$ cat config.mk
export PLATFORM = sky130hd
export DESIGN_NAME = wvs_cell
export DESIGN_NICKNAME = d
export VERILOG_FILES = /design/src/hw/rtl/wvs_pkg.sv /design/src/hw/rtl/wvs_cell.sv
export SDC_FILE = /design/constraint.sdc
export NUM_CORES = 1
export LEC_CHECK = 0
export BUFFER_PORTS_ARGS = -buffer_cell sky130_fd_sc_hd__buf_2
export CAP_MARGIN = 20
export CORE_MARGIN = 1
export CORE_UTILIZATION = 52
export DETAILED_ROUTE_END_ITERATION = 8
export GPL_TIMING_DRIVEN = 0
export PLACE_DENSITY = 0.89
export SYNTH_ARGS = -nofsm -noshare
export SYNTH_HDL_FRONTEND = slang
export SYNTH_SLANG_ARGS = --single-unit
$ cat constraint.sdc
create_clock -name clk -period 5.19 [get_ports clk]
set_input_delay 0 -clock clk [delete_from_list [all_inputs] [get_ports clk]]
set_output_delay 0 -clock clk [all_outputs]
set_load 0.005 [all_outputs]
$ cat src/hw/rtl/wvs_pkg.sv
package wvs_pkg;

	localparam int MAX_PROCS_DEF = 16;
	localparam int VRT_FRAC_DEF  = 16;

	localparam int ID_W     = 8;
	localparam int BURST_W  = 16;
	localparam int PRIO_W   = 4;
	localparam int VRT_W    = 48;
	localparam int SEQ_W    = 16;
	localparam int TICK_W   = 32;
	localparam int KIND_W   = 2;
	localparam int OVL_W    = 4;
	localparam int SHIFT_W  = 56;
	localparam int PRIO_NUM = 16;

	localparam logic [VRT_W-1:0] VRT_MAX = '1;

	localparam logic [KIND_W-1:0] KIND_IDLE = 2'd0;
	localparam logic [KIND_W-1:0] KIND_RUN  = 2'd1;
	localparam logic [KIND_W-1:0] KIND_OVL  = 2'd2;
	localparam logic [KIND_W-1:0] KIND_FULL = 2'd3;

	localparam logic MODE_ADMIT = 1'b0;
	localparam logic MODE_TICK  = 1'b1;

	typedef struct packed {
		logic               vld;
		logic               found;
		logic [VRT_W-1:0]   vr;
		logic [SEQ_W-1:0]   age;
		logic [ID_W-1:0]    id;
		logic [PRIO_W-1:0]  prio;
		logic               free_found;
		logic               any;
	} tok_t;

	typedef struct packed {
		logic               wr;
		logic               run;
		logic [ID_W-1:0]    id;
		logic [BURST_W-1:0] burst;
		logic [PRIO_W-1:0]  prio;
		logic [VRT_W-1:0]   vr;
		logic [SEQ_W-1:0]   seq;
		logic [VRT_W-1:0]   weight;
	} cmd_t;

	// round-half-up of 1.25^(p-1) * 2^frac
	function automatic logic [VRT_W-1:0] weight_of(input int unsigned p,
			input int unsigned frac);
		logic [63:0] num;
		logic [63:0] r;
		int unsigned sh;
		num = 64'd1 << frac;
		r   = '0;
		sh  = 0;
		if (p == 0) begin
			r = ((64'd8 << frac) + 64'd5) / 64'd10;
		end else begin
			for (int unsigned k = 1; k < p; k++) begin
				num = num * 64'd5;
			end
			sh = 2 * (p - 1);
			r  = ((num << 1) + (64'd1 << sh)) >> (sh + 1);
		end
		return r[VRT_W-1:0];
	endfunction

endpackage

$ cat src/hw/rtl/wvs_cell.sv
module wvs_cell #(
	parameter int IDX_W = 4,
	parameter int IDX   = 0
) (
	input  logic                        clk,
	input  logic                        arst_n,
	input  wvs_pkg::tok_t               tok_in,
	input  logic [IDX_W-1:0]            best_idx_in,
	input  logic [IDX_W-1:0]            free_idx_in,
	output wvs_pkg::tok_t               tok_out,
	output logic [IDX_W-1:0]            best_idx_out,
	output logic [IDX_W-1:0]            free_idx_out,
	input  logic [wvs_pkg::SEQ_W-1:0]   seq_now,
	input  wvs_pkg::cmd_t               cmd,
	input  logic [IDX_W-1:0]            cmd_idx
);

	logic                        valid_q;
	logic [wvs_pkg::ID_W-1:0]    id_q;
	logic [wvs_pkg::BURST_W-1:0] rem_q;
	logic [wvs_pkg::PRIO_W-1:0]  prio_q;
	logic [wvs_pkg::VRT_W-1:0]   vr_q;
	logic [wvs_pkg::SEQ_W-1:0]   seq_q;

	wvs_pkg::tok_t               tok_q;
	logic [IDX_W-1:0]            best_idx_q;
	logic [IDX_W-1:0]            free_idx_q;

	logic [wvs_pkg::SEQ_W-1:0]   own_age;
	logic                        take_best;
	logic                        take_free;
	logic                        hit;
	logic [wvs_pkg::VRT_W:0]     vr_sum;

	assign own_age   = seq_now - seq_q;
	assign take_best = valid_q && (!tok_in.found || (vr_q < tok_in.vr) ||
		((vr_q == tok_in.vr) && (own_age > tok_in.age)));
	assign take_free = !valid_q && !tok_in.free_found;
	assign hit       = (cmd_idx == IDX_W'(IDX));
	assign vr_sum    = {1'b0, vr_q} + {1'b0, cmd.weight};

	always_ff @(posedge clk or negedge arst_n) begin
		if (!arst_n) begin
			tok_q      <= '0;
			best_idx_q <= '0;
			free_idx_q <= '0;
		end else begin
			tok_q      <= tok_in;
			tok_q.any  <= tok_in.any | valid_q;
			best_idx_q <= best_idx_in;
			free_idx_q <= free_idx_in;
			if (take_best) begin
				tok_q.found <= 1'b1;
				tok_q.vr    <= vr_q;
				tok_q.age   <= own_age;
				tok_q.id    <= id_q;
				tok_q.prio  <= prio_q;
				best_idx_q  <= IDX_W'(IDX);
			end
			if (take_free) begin
				tok_q.free_found <= 1'b1;
				free_idx_q       <= IDX_W'(IDX);
			end
		end
	end

	always_ff @(posedge clk or negedge arst_n) begin
		if (!arst_n) begin
			valid_q <= 1'b0;
		end else if (hit && cmd.wr) begin
			valid_q <= 1'b1;
		end else if (hit && cmd.run && (rem_q <= wvs_pkg::BURST_W'(1))) begin
			valid_q <= 1'b0;
		end
	end

	always_ff @(posedge clk) begin
		if (hit && cmd.wr) begin
			id_q   <= cmd.id;
			rem_q  <= cmd.burst;
			prio_q <= cmd.prio;
			vr_q   <= cmd.vr;
			seq_q  <= cmd.seq;
		end else if (hit && cmd.run) begin
			vr_q  <= vr_sum[wvs_pkg::VRT_W] ? wvs_pkg::VRT_MAX : vr_sum[wvs_pkg::VRT_W-1:0];
			rem_q <= (rem_q <= wvs_pkg::BURST_W'(1)) ? '0 : rem_q - wvs_pkg::BURST_W'(1);
		end
	end

	assign tok_out      = tok_q;
	assign best_idx_out = best_idx_q;
	assign free_idx_out = free_idx_q;

endmodule

==> impl_metrics.ini <==
[timing]
fin_crit_ns = 5.05
max_freq_ghz = 0.198
clock_skew_ns = 0.0276
hold_viol = 0
rsz0062_at_grt = yes
holdWs_ns = 0.0322
worst_slew_pin_slew_ns = 0.993
maxSlewHeadroom_pct = 33.3
fin_crit_sh_pct = 97.3
maxSlewViolCount = 0
fin_setup_tns_ns = 0
setup_viol = 0

[synth]
syn-instance-count = 1262
yosys.area_share.simple_pct = 13.0
synth-main-ff-cell = edfxtp_1
synth_compound_gate_area_share_pct = 19.8
synth_cell_types = 71
synth_common_cells = 130 x a21oi_1, 129 x ha_1, 123 x nand2_1
synth-seq-cells = 181
yosysMostFrequentCell = a21oi_1
synth.area.top_cells = edfxtp_1 23%, dfrtp_1 19%, ha_1 14%, a21oi_1 5.4%, o21ai_0 4.7%
synth-xor-area-share_pct = 4.99
postSynth.asyncResetShare_pct = 49.2
synth-edff-count = 92
netlist.area_leader.share_pct = 23.1
synthMuxAreaShare_pct = 1.77
syn-num-nets = 1645
syn_area_sq_mm = 0.0119
yosysTopAreaCell = edfxtp_1
synthAdderAreaFrac_pct = 13.9
ys_warn_count = 0
synth_top_family_by_area = compound AO/OA/AOI/OAI gates
synth.avg_cell_area_sq_um = 9.46
seq_area_frac_synth_pct = 41.8

[die]
die_area_sq_mm = 0.0236
num_rows = 55
start_util_pct = 52.9
core_sq_mm = 0.0226
boundaryPins = 340
die_width_microns = 154
dieHeight_microns = 154

[global_routing]
grt_max_degree = 61
grt_pass1_vias = 13300
grt_usage_pct = 39.8
grt.overflow.total = 0
grt_first_pass_wirelength_microns = 71600
antenna_found_initial = 3

[power]
totalPowerFinal_mw = 3.97
peakVddDrop_mv = 0.199
p_leak_nw = 7.88
powerDensity_mw_per_mm2 = 239

[clock_network]
clock_latency_ns = 0.45
cts_setup_buffers = 0
cts_max_path_buffers = 2
cts_tree = built
clockRootBuffer = clkbuf_16
numCtsBuffers = 17
h-tree-depth = 4
cts.sinks = 181
cts.reportedPaths.clkPinSlew_ns = 0.09

[cells_and_area]
drive_gt1_share_pct = 24.2
layout.nets = 2190
n_antenna_cell = 0
area_delta_synth_final_pct = 39.0
fin_util_pct = 73.5

[flow_run]
max-cap-violations = 0

[setup_path]
rr_endpoint = tok_out[23]
cp_num_buf_inv = 3
critPathKind = reg2reg
crit_family = compound AO/OA/AOI/OAI gates
rr_worst_depth = 23
cp_common_cell = a21o_1
cp_slowest_cell = fa_1
worstPathMaxFanout = 10
reg2reg_slack_ns = 0.14
setup.worst_path.end_class = register
start_kind = register
cpPeakStageDelay_ns = 0.42
cp_cell_sequence = ha_1 -> inv_1 -> fa_1 -> a21o_1 -> a21oi_2 -> o21bai_1 -> a2111oi_4 -> o31ai_1 -> o21a_1 -> nor2_1 -> xnor2_1 -> ha_1 -> a21o_1 -> a21o_1 -> a21oi_1 -> o21ai_0 -> a21oi_1 -> o22ai_1 -> a31o_2 -> buf_6 -> clkbuf_4 -> nand2_1 -> o21ai_0
required_ns = 5.47
r2r_start = seq_q[0]
cp.arrival_ns = 5.33

[detailed_routing]
drc_errors = 1
drt_iter0_drc = 1501
avgViaCountPerCell = 6.25
ant_nets = 0
wl_per_cell_microns = 22.7
firstDrtPassIters = 8
vias = 13100
routed_wl_microns = 47700

[outcome]
status = finished, violations left
violations = DRC

[placed_design]
dp_hpwl_microns = 28800
gp_congestion = 0.993
io_buffers = 339

[min_path]
holdPathStages = 3
hold_start = cmd[104]
min_to = vr_q[40]
hold_class = in2reg
[worst reg2reg max path, delay by kind of cell (launching register included)]
family / cells / cell delay (ns)
xor+xnor: 1 / 0.10
flops: 1 / 0.34
fa+ha+maj: 3 / 0.81
compound gates: 14 / 2.97
buf+inv: 3 / 0.43
simple gates: 2 / 0.26
[cell type report]
type / instances / area (sq um)
clock inverter: 15 / 203
tap: 285 / 357
clock buffer: 17 / 425
timing repair buffer: 526 / 3610
sequential: 181 / 4990
multi-input combinational: 932 / 6420
inverter: 106 / 398
buffer: 43 / 204
fill: 1446 / 5970
[cells in the final DEF (no fill, tap or decap), types with 29 or more instances in the layout]
| cell type | synthesis | layout |
|---|---|---|
| xnor2_1 | 39 | 39 |
| dlygate4sd3_1 | 0 | 185 |
| o21ai_0 | 113 | 106 |
| nand4_1 | 29 | 29 |
| nor2_1 | 85 | 85 |
| nand2_1 | 123 | 123 |
| dfrtp_1 | 89 | 89 |
| inv_1 | 104 | 104 |
| xor2_1 | 29 | 29 |
| edfxtp_1 | 92 | 92 |
| a21o_1 | 54 | 54 |
| a21oi_1 | 130 | 129 |
| buf_2 | 13 | 349 |
| ha_1 | 129 | 129 |
[registers in the layout, indices dropped and copies added, names as in the netlist]
register / cells
valid_q: 1
tok_out: 80
vr_q: 48
seq_q: 16
free_idx_out: 4
id_q: 8
rem_q: 16
prio_q: 4
best_idx_out: 4
[metrics by stage]
| stage | area [sq um] | cells | setup slack [ns] |
|---|---|---|---|
| 3_5_place_dp | 14100 | 1888 | -0.476 |
| 3_3_place_gp | 14000 | 1886 | -0.426 |
| 4_1_cts | 16500 | 2105 | 0.0245 |
| 2_1_floorplan | 11900 | 1262 | 0.871 |
| 5_1_grt | 16600 | 2105 | -0.0130 |
| 6_report | 16600 | 2105 | 0.140 |
[worst max path at each step]
stage | slack, ns | to | cells after the start | from
after floorplan | 0.87 | tok_out[15] | 22 | seq_q[0]
after global placement | -0.43 | tok_out[52] | 22 | seq_q[0]
after detailed placement | -0.48 | tok_out[48] | 22 | seq_q[0]
after CTS | 0.02 | tok_out[15] | 22 | seq_q[0]
after global routing | -0.01 | tok_out[34] | 21 | seq_q[0]
final | 0.14 | tok_out[23] | 23 | seq_q[0]
[where the power goes]
group          switching (mW)  leakage (nW)  total (mW)  internal, mW
clock                   0.719         0.298        1.38         0.665
combinational           0.521          5.71       0.959         0.438
sequential             0.0399          1.87        1.63          1.59
total                    1.28          7.88        3.97          2.69
[routing by layer]
| layer | track usage (%) | routed length [microns] | vias up |
|---|---|---|---|
| met1 | 44.3 | 16000 | 6075 |
| met5 | 0.207 | 43 | - |
| met4 | 29.9 | 3880 | 6 |
| li1 | - | - | 5618 |
| met2 | 65.9 | 22500 | 1106 |
| met3 | 10.4 | 5370 | 343 |
[logic make-up (layout without fill, tap and decap cells)]
kind of cell / Yosys count / after routing
mux: 19 / 19
simple gates: 333 / 333
buf+inv: 149 / 707
xor+xnor: 68 / 68
compound gates: 381 / 381
flops: 181 / 181
fa+ha+maj: 131 / 131
[repair_timing]
item	CTS	global route
setup endpoints to repair	62	80
hold buffers	185	0
hold endpoints to repair	223	0
pin swaps	0	1
gates resized for setup	7	25
Power figures use the tool's default switching activity.
