### config.mk
export PLATFORM = sky130hd
export DESIGN_NAME = wvs_ctrl
export DESIGN_NICKNAME = d
export VERILOG_FILES = /design/src/hw/rtl/wvs_pkg.sv /design/src/hw/rtl/wvs_ctrl.sv
export SDC_FILE = /design/constraint.sdc
export NUM_CORES = 1
export LEC_CHECK = 0
export BUFFER_PORTS_ARGS = -buffer_cell sky130_fd_sc_hd__buf_2
export CORE_AREA = 2 2 146 148
export DETAILED_ROUTE_END_ITERATION = 12
export DIE_AREA = 0 0 148 150
export GPL_TIMING_DRIVEN = 0
export MAX_ROUTING_LAYER = met4
export PLACE_DENSITY = 0.8
export SYNTH_ARGS = -nofsm -noshare
export SYNTH_HDL_FRONTEND = slang
export SYNTH_SLANG_ARGS = --single-unit
### constraint.sdc
create_clock -name clk -period 4.8 [get_ports clk]
set_input_delay 0.48 -clock clk [delete_from_list [all_inputs] [get_ports clk]]
set_output_delay 0.48 -clock clk [all_outputs]
set_load 0.005 [all_outputs]
### src/hw/rtl/wvs_pkg.sv
package wvs_pkg;

	localparam int MAX_PROCS_DEF = 16;
	localparam int VRT_FRAC_DEF  = 16;

	localparam int ID_W     = 8;
	localparam int BURST_W  = 16;
	localparam int PRIO_W   = 4;
	localparam int VRT_W    = 48;
	localparam int SEQ_W    = 16;
	localparam int TICK_W   = 32;
	localparam int KIND_W   = 2;
	localparam int OVL_W    = 4;
	localparam int SHIFT_W  = 56;
	localparam int PRIO_NUM = 16;

	localparam logic [VRT_W-1:0] VRT_MAX = '1;

	localparam logic [KIND_W-1:0] KIND_IDLE = 2'd0;
	localparam logic [KIND_W-1:0] KIND_RUN  = 2'd1;
	localparam logic [KIND_W-1:0] KIND_OVL  = 2'd2;
	localparam logic [KIND_W-1:0] KIND_FULL = 2'd3;

	localparam logic MODE_ADMIT = 1'b0;
	localparam logic MODE_TICK  = 1'b1;

	typedef struct packed {
		logic               vld;
		logic               found;
		logic [VRT_W-1:0]   vr;
		logic [SEQ_W-1:0]   age;
		logic [ID_W-1:0]    id;
		logic [PRIO_W-1:0]  prio;
		logic               free_found;
		logic               any;
	} tok_t;

	typedef struct packed {
		logic               wr;
		logic               run;
		logic [ID_W-1:0]    id;
		logic [BURST_W-1:0] burst;
		logic [PRIO_W-1:0]  prio;
		logic [VRT_W-1:0]   vr;
		logic [SEQ_W-1:0]   seq;
		logic [VRT_W-1:0]   weight;
	} cmd_t;

	// round-half-up of 1.25^(p-1) * 2^frac
	function automatic logic [VRT_W-1:0] weight_of(input int unsigned p,
			input int unsigned frac);
		logic [63:0] num;
		logic [63:0] r;
		int unsigned sh;
		num = 64'd1 << frac;
		r   = '0;
		sh  = 0;
		if (p == 0) begin
			r = ((64'd8 << frac) + 64'd5) / 64'd10;
		end else begin
			for (int unsigned k = 1; k < p; k++) begin
				num = num * 64'd5;
			end
			sh = 2 * (p - 1);
			r  = ((num << 1) + (64'd1 << sh)) >> (sh + 1);
		end
		return r[VRT_W-1:0];
	endfunction

endpackage

### src/hw/rtl/wvs_ctrl.sv
module wvs_ctrl #(
	parameter int IDX_W         = 4,
	parameter int VRT_FRAC_BITS = wvs_pkg::VRT_FRAC_DEF
) (
	input  logic                         clk,
	input  logic                         arst_n,
	input  logic                         in_valid,
	output logic                         in_stall,
	input  logic                         mode,
	input  logic [wvs_pkg::ID_W-1:0]     proc_id,
	input  logic [wvs_pkg::BURST_W-1:0]  burst_ticks,
	input  logic [wvs_pkg::PRIO_W-1:0]   priority_level,
	output logic                         out_valid,
	input  logic                         out_stall,
	output logic [wvs_pkg::KIND_W-1:0]   slot_kind,
	output logic [wvs_pkg::ID_W-1:0]     run_id,
	output logic                         last_of_run,
	input  logic                         cfg_wr_en,
	input  logic [wvs_pkg::OVL_W-1:0]    cfg_wr_data,
	output wvs_pkg::tok_t                tok_start,
	input  wvs_pkg::tok_t                tok_end,
	input  logic [IDX_W-1:0]             best_idx_end,
	input  logic [IDX_W-1:0]             free_idx_end,
	output wvs_pkg::cmd_t                cmd,
	output logic [IDX_W-1:0]             cmd_idx,
	output logic [wvs_pkg::SEQ_W-1:0]    seq_now
);

	localparam logic [1:0] ST_IDLE  = 2'd0;
	localparam logic [1:0] ST_SWEEP = 2'd1;
	localparam logic [1:0] ST_EMIT  = 2'd2;

	localparam int F = VRT_FRAC_BITS;
	localparam logic [wvs_pkg::VRT_W-1:0] WEIGHT_TBL [wvs_pkg::PRIO_NUM] = '{
		wvs_pkg::weight_of(0, F),  wvs_pkg::weight_of(1, F),
		wvs_pkg::weight_of(2, F),  wvs_pkg::weight_of(3, F),
		wvs_pkg::weight_of(4, F),  wvs_pkg::weight_of(5, F),
		wvs_pkg::weight_of(6, F),  wvs_pkg::weight_of(7, F),
		wvs_pkg::weight_of(8, F),  wvs_pkg::weight_of(9, F),
		wvs_pkg::weight_of(10, F), wvs_pkg::weight_of(11, F),
		wvs_pkg::weight_of(12, F), wvs_pkg::weight_of(13, F),
		wvs_pkg::weight_of(14, F), wvs_pkg::weight_of(15, F)
	};

	logic [1:0]                   state_q;
	logic                         mode_q;
	logic [wvs_pkg::ID_W-1:0]     pid_q;
	logic [wvs_pkg::BURST_W-1:0]  burst_q;
	logic [wvs_pkg::PRIO_W-1:0]   prio_q;
	logic [wvs_pkg::TICK_W-1:0]   tick_q;
	logic [wvs_pkg::SEQ_W-1:0]    seq_q;
	logic [wvs_pkg::ID_W-1:0]     cur_id_q;
	logic                         cur_valid_q;
	logic [wvs_pkg::OVL_W-1:0]    ovl_q;
	wvs_pkg::cmd_t                cmd_q;
	logic [IDX_W-1:0]             cmd_idx_q;
	logic [wvs_pkg::KIND_W-1:0]   emit_kind_q;
	logic [wvs_pkg::ID_W-1:0]     emit_id_q;
	logic [wvs_pkg::OVL_W-1:0]    emit_left_q;
	logic                         out_valid_q;
	logic [wvs_pkg::KIND_W-1:0]   out_kind_q;
	logic [wvs_pkg::ID_W-1:0]     out_id_q;
	logic                         out_last_q;

	logic                         accept;
	logic                         done;
	logic                         out_free;
	logic [wvs_pkg::SHIFT_W-1:0]  tick_sh;
	logic [wvs_pkg::VRT_W-1:0]    admit_vr;

	assign in_stall = (state_q != ST_IDLE) || cmd_q.wr;
	assign accept   = in_valid && !in_stall;
	assign done     = (state_q == ST_SWEEP) && tok_end.vld;
	assign out_free = !out_valid_q || !out_stall;
	assign tick_sh  = {{(wvs_pkg::SHIFT_W - wvs_pkg::TICK_W){1'b0}}, tick_q} << F;
	assign admit_vr = (|tick_sh[wvs_pkg::SHIFT_W-1:wvs_pkg::VRT_W]) ?
		wvs_pkg::VRT_MAX : tick_sh[wvs_pkg::VRT_W-1:0];

	always_comb begin
		tok_start     = '0;
		tok_start.vld = accept;
	end

	always_ff @(posedge clk) begin
		if (accept) begin
			mode_q  <= mode;
			pid_q   <= proc_id;
			burst_q <= burst_ticks;
			prio_q  <= priority_level;
		end
	end

	always_ff @(posedge clk or negedge arst_n) begin
		if (!arst_n) begin
			ovl_q <= '0;
		end else if (cfg_wr_en) begin
			ovl_q <= cfg_wr_data;
		end
	end

	always_ff @(posedge clk or negedge arst_n) begin
		if (!arst_n) begin
			state_q     <= ST_IDLE;
			tick_q      <= '0;
			seq_q       <= '0;
			cur_id_q    <= '0;
			cur_valid_q <= 1'b0;
			cmd_q       <= '0;
			cmd_idx_q   <= '0;
			emit_kind_q <= wvs_pkg::KIND_IDLE;
			emit_id_q   <= '0;
			emit_left_q <= '0;
			out_valid_q <= 1'b0;
			out_kind_q  <= wvs_pkg::KIND_IDLE;
			out_id_q    <= '0;
			out_last_q  <= 1'b0;
		end else begin
			cmd_q.wr  <= 1'b0;
			cmd_q.run <= 1'b0;
			if (out_valid_q && !out_stall) begin
				out_valid_q <= 1'b0;
			end
			unique case (state_q)
				ST_IDLE: begin
					if (accept) begin
						state_q <= ST_SWEEP;
					end
				end
				ST_SWEEP: begin
					if (done) begin
						emit_left_q <= wvs_pkg::OVL_W'(1);
						emit_id_q   <= '0;
						state_q     <= ST_EMIT;
						if (mode_q == wvs_pkg::MODE_ADMIT) begin
							if (!tok_end.free_found) begin
								emit_kind_q <= wvs_pkg::KIND_FULL;
								emit_id_q   <= pid_q;
							end else begin
								state_q     <= ST_IDLE;
								cmd_q.wr    <= 1'b1;
								cmd_q.id    <= pid_q;
								cmd_q.burst <= burst_q;
								cmd_q.prio  <= prio_q;
								cmd_q.vr    <= admit_vr;
								cmd_q.seq   <= seq_q;
								cmd_idx_q   <= free_idx_end;
								seq_q       <= seq_q + wvs_pkg::SEQ_W'(1);
								if (!tok_end.any) begin
									cur_id_q    <= pid_q;
									cur_valid_q <= 1'b1;
								end
							end
						end else begin
							tick_q <= tick_q + wvs_pkg::TICK_W'(1);
							if (!tok_end.found) begin
								emit_kind_q <= wvs_pkg::KIND_IDLE;
							end else if (!cur_valid_q || (tok_end.id != cur_id_q)) begin
								cur_id_q    <= tok_end.id;
								cur_valid_q <= 1'b1;
								emit_kind_q <= wvs_pkg::KIND_OVL;
								emit_left_q <= ovl_q;
								if (ovl_q == '0) begin
									state_q <= ST_IDLE;
								end
							end else begin
								emit_kind_q  <= wvs_pkg::KIND_RUN;
								emit_id_q    <= tok_end.id;
								cmd_q.run    <= 1'b1;
								cmd_q.weight <= WEIGHT_TBL[tok_end.prio];
								cmd_idx_q    <= best_idx_end;
							end
						end
					end
				end
				ST_EMIT: begin
					if (out_free) begin
						out_valid_q <= 1'b1;
						out_kind_q  <= emit_kind_q;
						out_id_q    <= emit_id_q;
						out_last_q  <= (emit_left_q == wvs_pkg::OVL_W'(1));
						emit_left_q <= emit_left_q - wvs_pkg::OVL_W'(1);
						if (emit_left_q == wvs_pkg::OVL_W'(1)) begin
							state_q <= ST_IDLE;
						end
					end
				end
				default: begin
					state_q <= ST_IDLE;
				end
			endcase
		end
	end

	assign cmd         = cmd_q;
	assign cmd_idx     = cmd_idx_q;
	assign seq_now     = seq_q;
	assign out_valid   = out_valid_q;
	assign slot_kind   = out_kind_q;
	assign run_id      = out_id_q;
	assign last_of_run = out_last_q;

endmodule

==> metrics.cfg <==
[critical_path]
cp-startpoint = state_q[0]
critPathRequiredTime_ps = 4320
worst-setup-path-type = reg -> out
reg2reg_from = mode_q
worstPathArrival_ps = 2070
cp_max_fo = 29
start_kind = flip-flop
end_kind = primary output

[logic_synthesis]
ys_types = 55
synth_ff_type = dfrtp_1
yosysWarnings = 0
synth_edf_count = 29
synth_top_area_share_pct = 47.4
yosysTopAreaCell = dfrtp_1
synth_seq_cells = 221
netlist_top_cells_count = 298 x nand2_1, 192 x dfrtp_1, 123 x buf_4, 35 x nor2_1, 33 x xnor2_1
netlist_area_sq_um = 10100
ys_async_sr_fraction_pct = 86.9
synth.yosys.seq_area_share_pct = 56.0
avgSynthCellArea_sq_um = 10.3
synthCells = 988
synth.area.top_cells = dfrtp_1 47%, nand2_1 11%, buf_4 9.1%
synth_most_common_cell = nand2_1

[clock_network]
h-tree-depth = 1
cts_tree = built
clock_sinks = 221
cts_buffers = 24
cts-root-buf = clkbuf_16
post_cts_buffers = 0
clk_latency_ps = 520
cts_buffer_depth = 3
clkSlewWorstSetupHoldPaths_ps = 60

[finish]
syn_to_final_growth_pct = 25.9
fill_cells = 1739
fin_util_pct = 61.7
drive_above_1_share_pct = 29.8
design_area_sq_um = 12800
layout.nets = 1470

[timing]
fin_worst_skew_ps = 22.3
max_freq_ghz = 0.393
slew_headroom_pct = 40.5
worst_pin_slew_ps = 891
fin_crit_ps = 2550
hold_ws_ps = 131
setup_tns_ps = 0
hold_violations = 0
rsz0062_at_grt = no
slew_viol_final = 0
finalCritPeriodShare_pct = 53.1
setup_viol_count_final = 0

[route]
wire_per_inst_um = 14.6
num_vias = 7662
drt_first_pass_iters = 5
viasPerCell = 4.70
antenna_left = 0
drtIter0Drc = 376
wirelength_um = 23800
drc_errors = 0

[grt]
groute.usage.overall_pct = 21.5
grt_pass1_wl_um = 37200
grt_start_max_net_pins = 115
gr-total-overflow = 0
first_global_vias = 7270
antenna_found_initial = 6

[place]
port_buffers = 193
dp_hpwl_um = 17200
place_area_sq_um = 12000
gp_congestion = 0.915

[floorplanning]
io_pins = 381
initial_core_util_pct = 49.0
dieWidth_um = 148
core_sq_um = 20700
die_h_um = 150
fp.dieArea_sq_um = 22200
rows = 53

[power_and_ir_drop]
vdd_drop_max_mv = 0.317
p_leak_nw = 6.91
powerDensity_nw_per_um2 = 437
power_mw = 5.57

[min_path]
hp-class = in -> reg
min_from = proc_id[6]

[status]
outcome = completed

[run]
cap_violations = 0

kinds of logic after synthesis:
group,count (synthesis),synth area share [%]
other,1,0.0370
buffers and inverters,174,11.4
multiplexers,27,2.95
adder cells (fa/ha/maj),13,1.60
flip-flops,221,56.0
AO/OA/AOI/OAI,87,5.80
AND/OR/NAND/NOR,414,17.9
XOR/XNOR,51,4.40
worst max-delay path: stages, from the launching register on:
cell     delay, ps
dfrtp_1        450
or3_1          440
nor2_4         180
buf_12         220
buf_4          130
buf_2           90
registers in the layout, summed over array words and instances, names as in the netlist, 4 cells and up:
| signal | flops |
|---|---|
| burst_q | 16 |
| cmd | 99 |
| cmd_idx | 4 |
| cur_id_q | 8 |
| emit_id_q | 8 |
| emit_left_q | 4 |
| ovl_q | 4 |
| pid_q | 8 |
| prio_q | 4 |
| run_id | 8 |
| seq_now | 16 |
| tick_q | 32 |
cell type report:
class / count / area, sq um / area share (%)
antenna: 6 / 15.0 / 0.118
buffer: 156 / 1080 / 8.48
clock buffer: 40 / 742 / 5.81
clock inverter: 3 / 28.8 / 0.225
inverter: 18 / 72.6 / 0.568
multi-input combinational: 714 / 3770 / 29.6
sequential: 221 / 5680 / 44.5
tap: 275 / 344 / 2.70
timing repair buffer: 196 / 1030 / 8.09
routing by layer:
| metal | part of all wire, % | up-vias | global-route usage, % |
|---|---|---|---|
| met4 | 2.1 | 0 | 5.57 |
| met3 | 7.0 | 44 | 5.00 |
| li1 | - | 3730 | - |
| met5 | 0 | - | - |
| met1 | 41 | 3628 | 26.4 |
| met2 | 49 | 260 | 35.9 |
cell usage in the layout, fill, tap and decap left out, drive strengths merged, types with 2 or more instances in the layout:
master,count
conb,122
nand2b,5
xor2,18
o21ai,34
nor2,35
and2,3
or4,3
or3,2
nand4,14
ha,13
nor4,4
buf,325
o2bb2ai,7
mux2,23
nor3b,4
a211oi,2
and3,12
and4,8
nand3,11
a31oi,2
o22ai,2
inv,18
nor2b,3
clkbuf,66
mux2i,4
xnor2,33
clkinv,2
dfrtp,192
edfxtp,29
nor3,8
diode,6
nand2,298
a21oi,23
a221o,10
timing repair:
action                                 CTS  global route
hold buffers                             1             0
endpoints found under the hold margin   77             0
gates resized for setup                  0             0
where the power goes:
part | switching (mW) | leakage [nW] | internal (mW)
Clock | 0.730 | 0.373 | 1.05
Combinational | 0.670 | 3.74 | 0.574
Sequential | 0.243 | 2.80 | 2.31
metrics by stage:
| step | instances | worst slack (ps) |
|---|---|---|
| after CTS | 1623 | 2220 |
| after global routing | 1629 | 2130 |
| after global placement | 1577 | 108 |
| final | 1629 | 2250 |
| after detailed placement | 1579 | 2310 |
| after floorplan | 1109 | 1920 |
worst paths after layout:
path                            endpoint  slack [ps]  depth (start not counted)
max                        tok_start[79]        2250                          5
min                             pid_q[6]         130                          1
max reg2reg                  cur_id_q[0]        2340                          6
min reg2reg                     cmd[130]         420                          2
max in group asynchronous        cmd[20]        3290                          3
min in group asynchronous        cmd[87]         540                          2
Power figures use the tool's default switching activity.
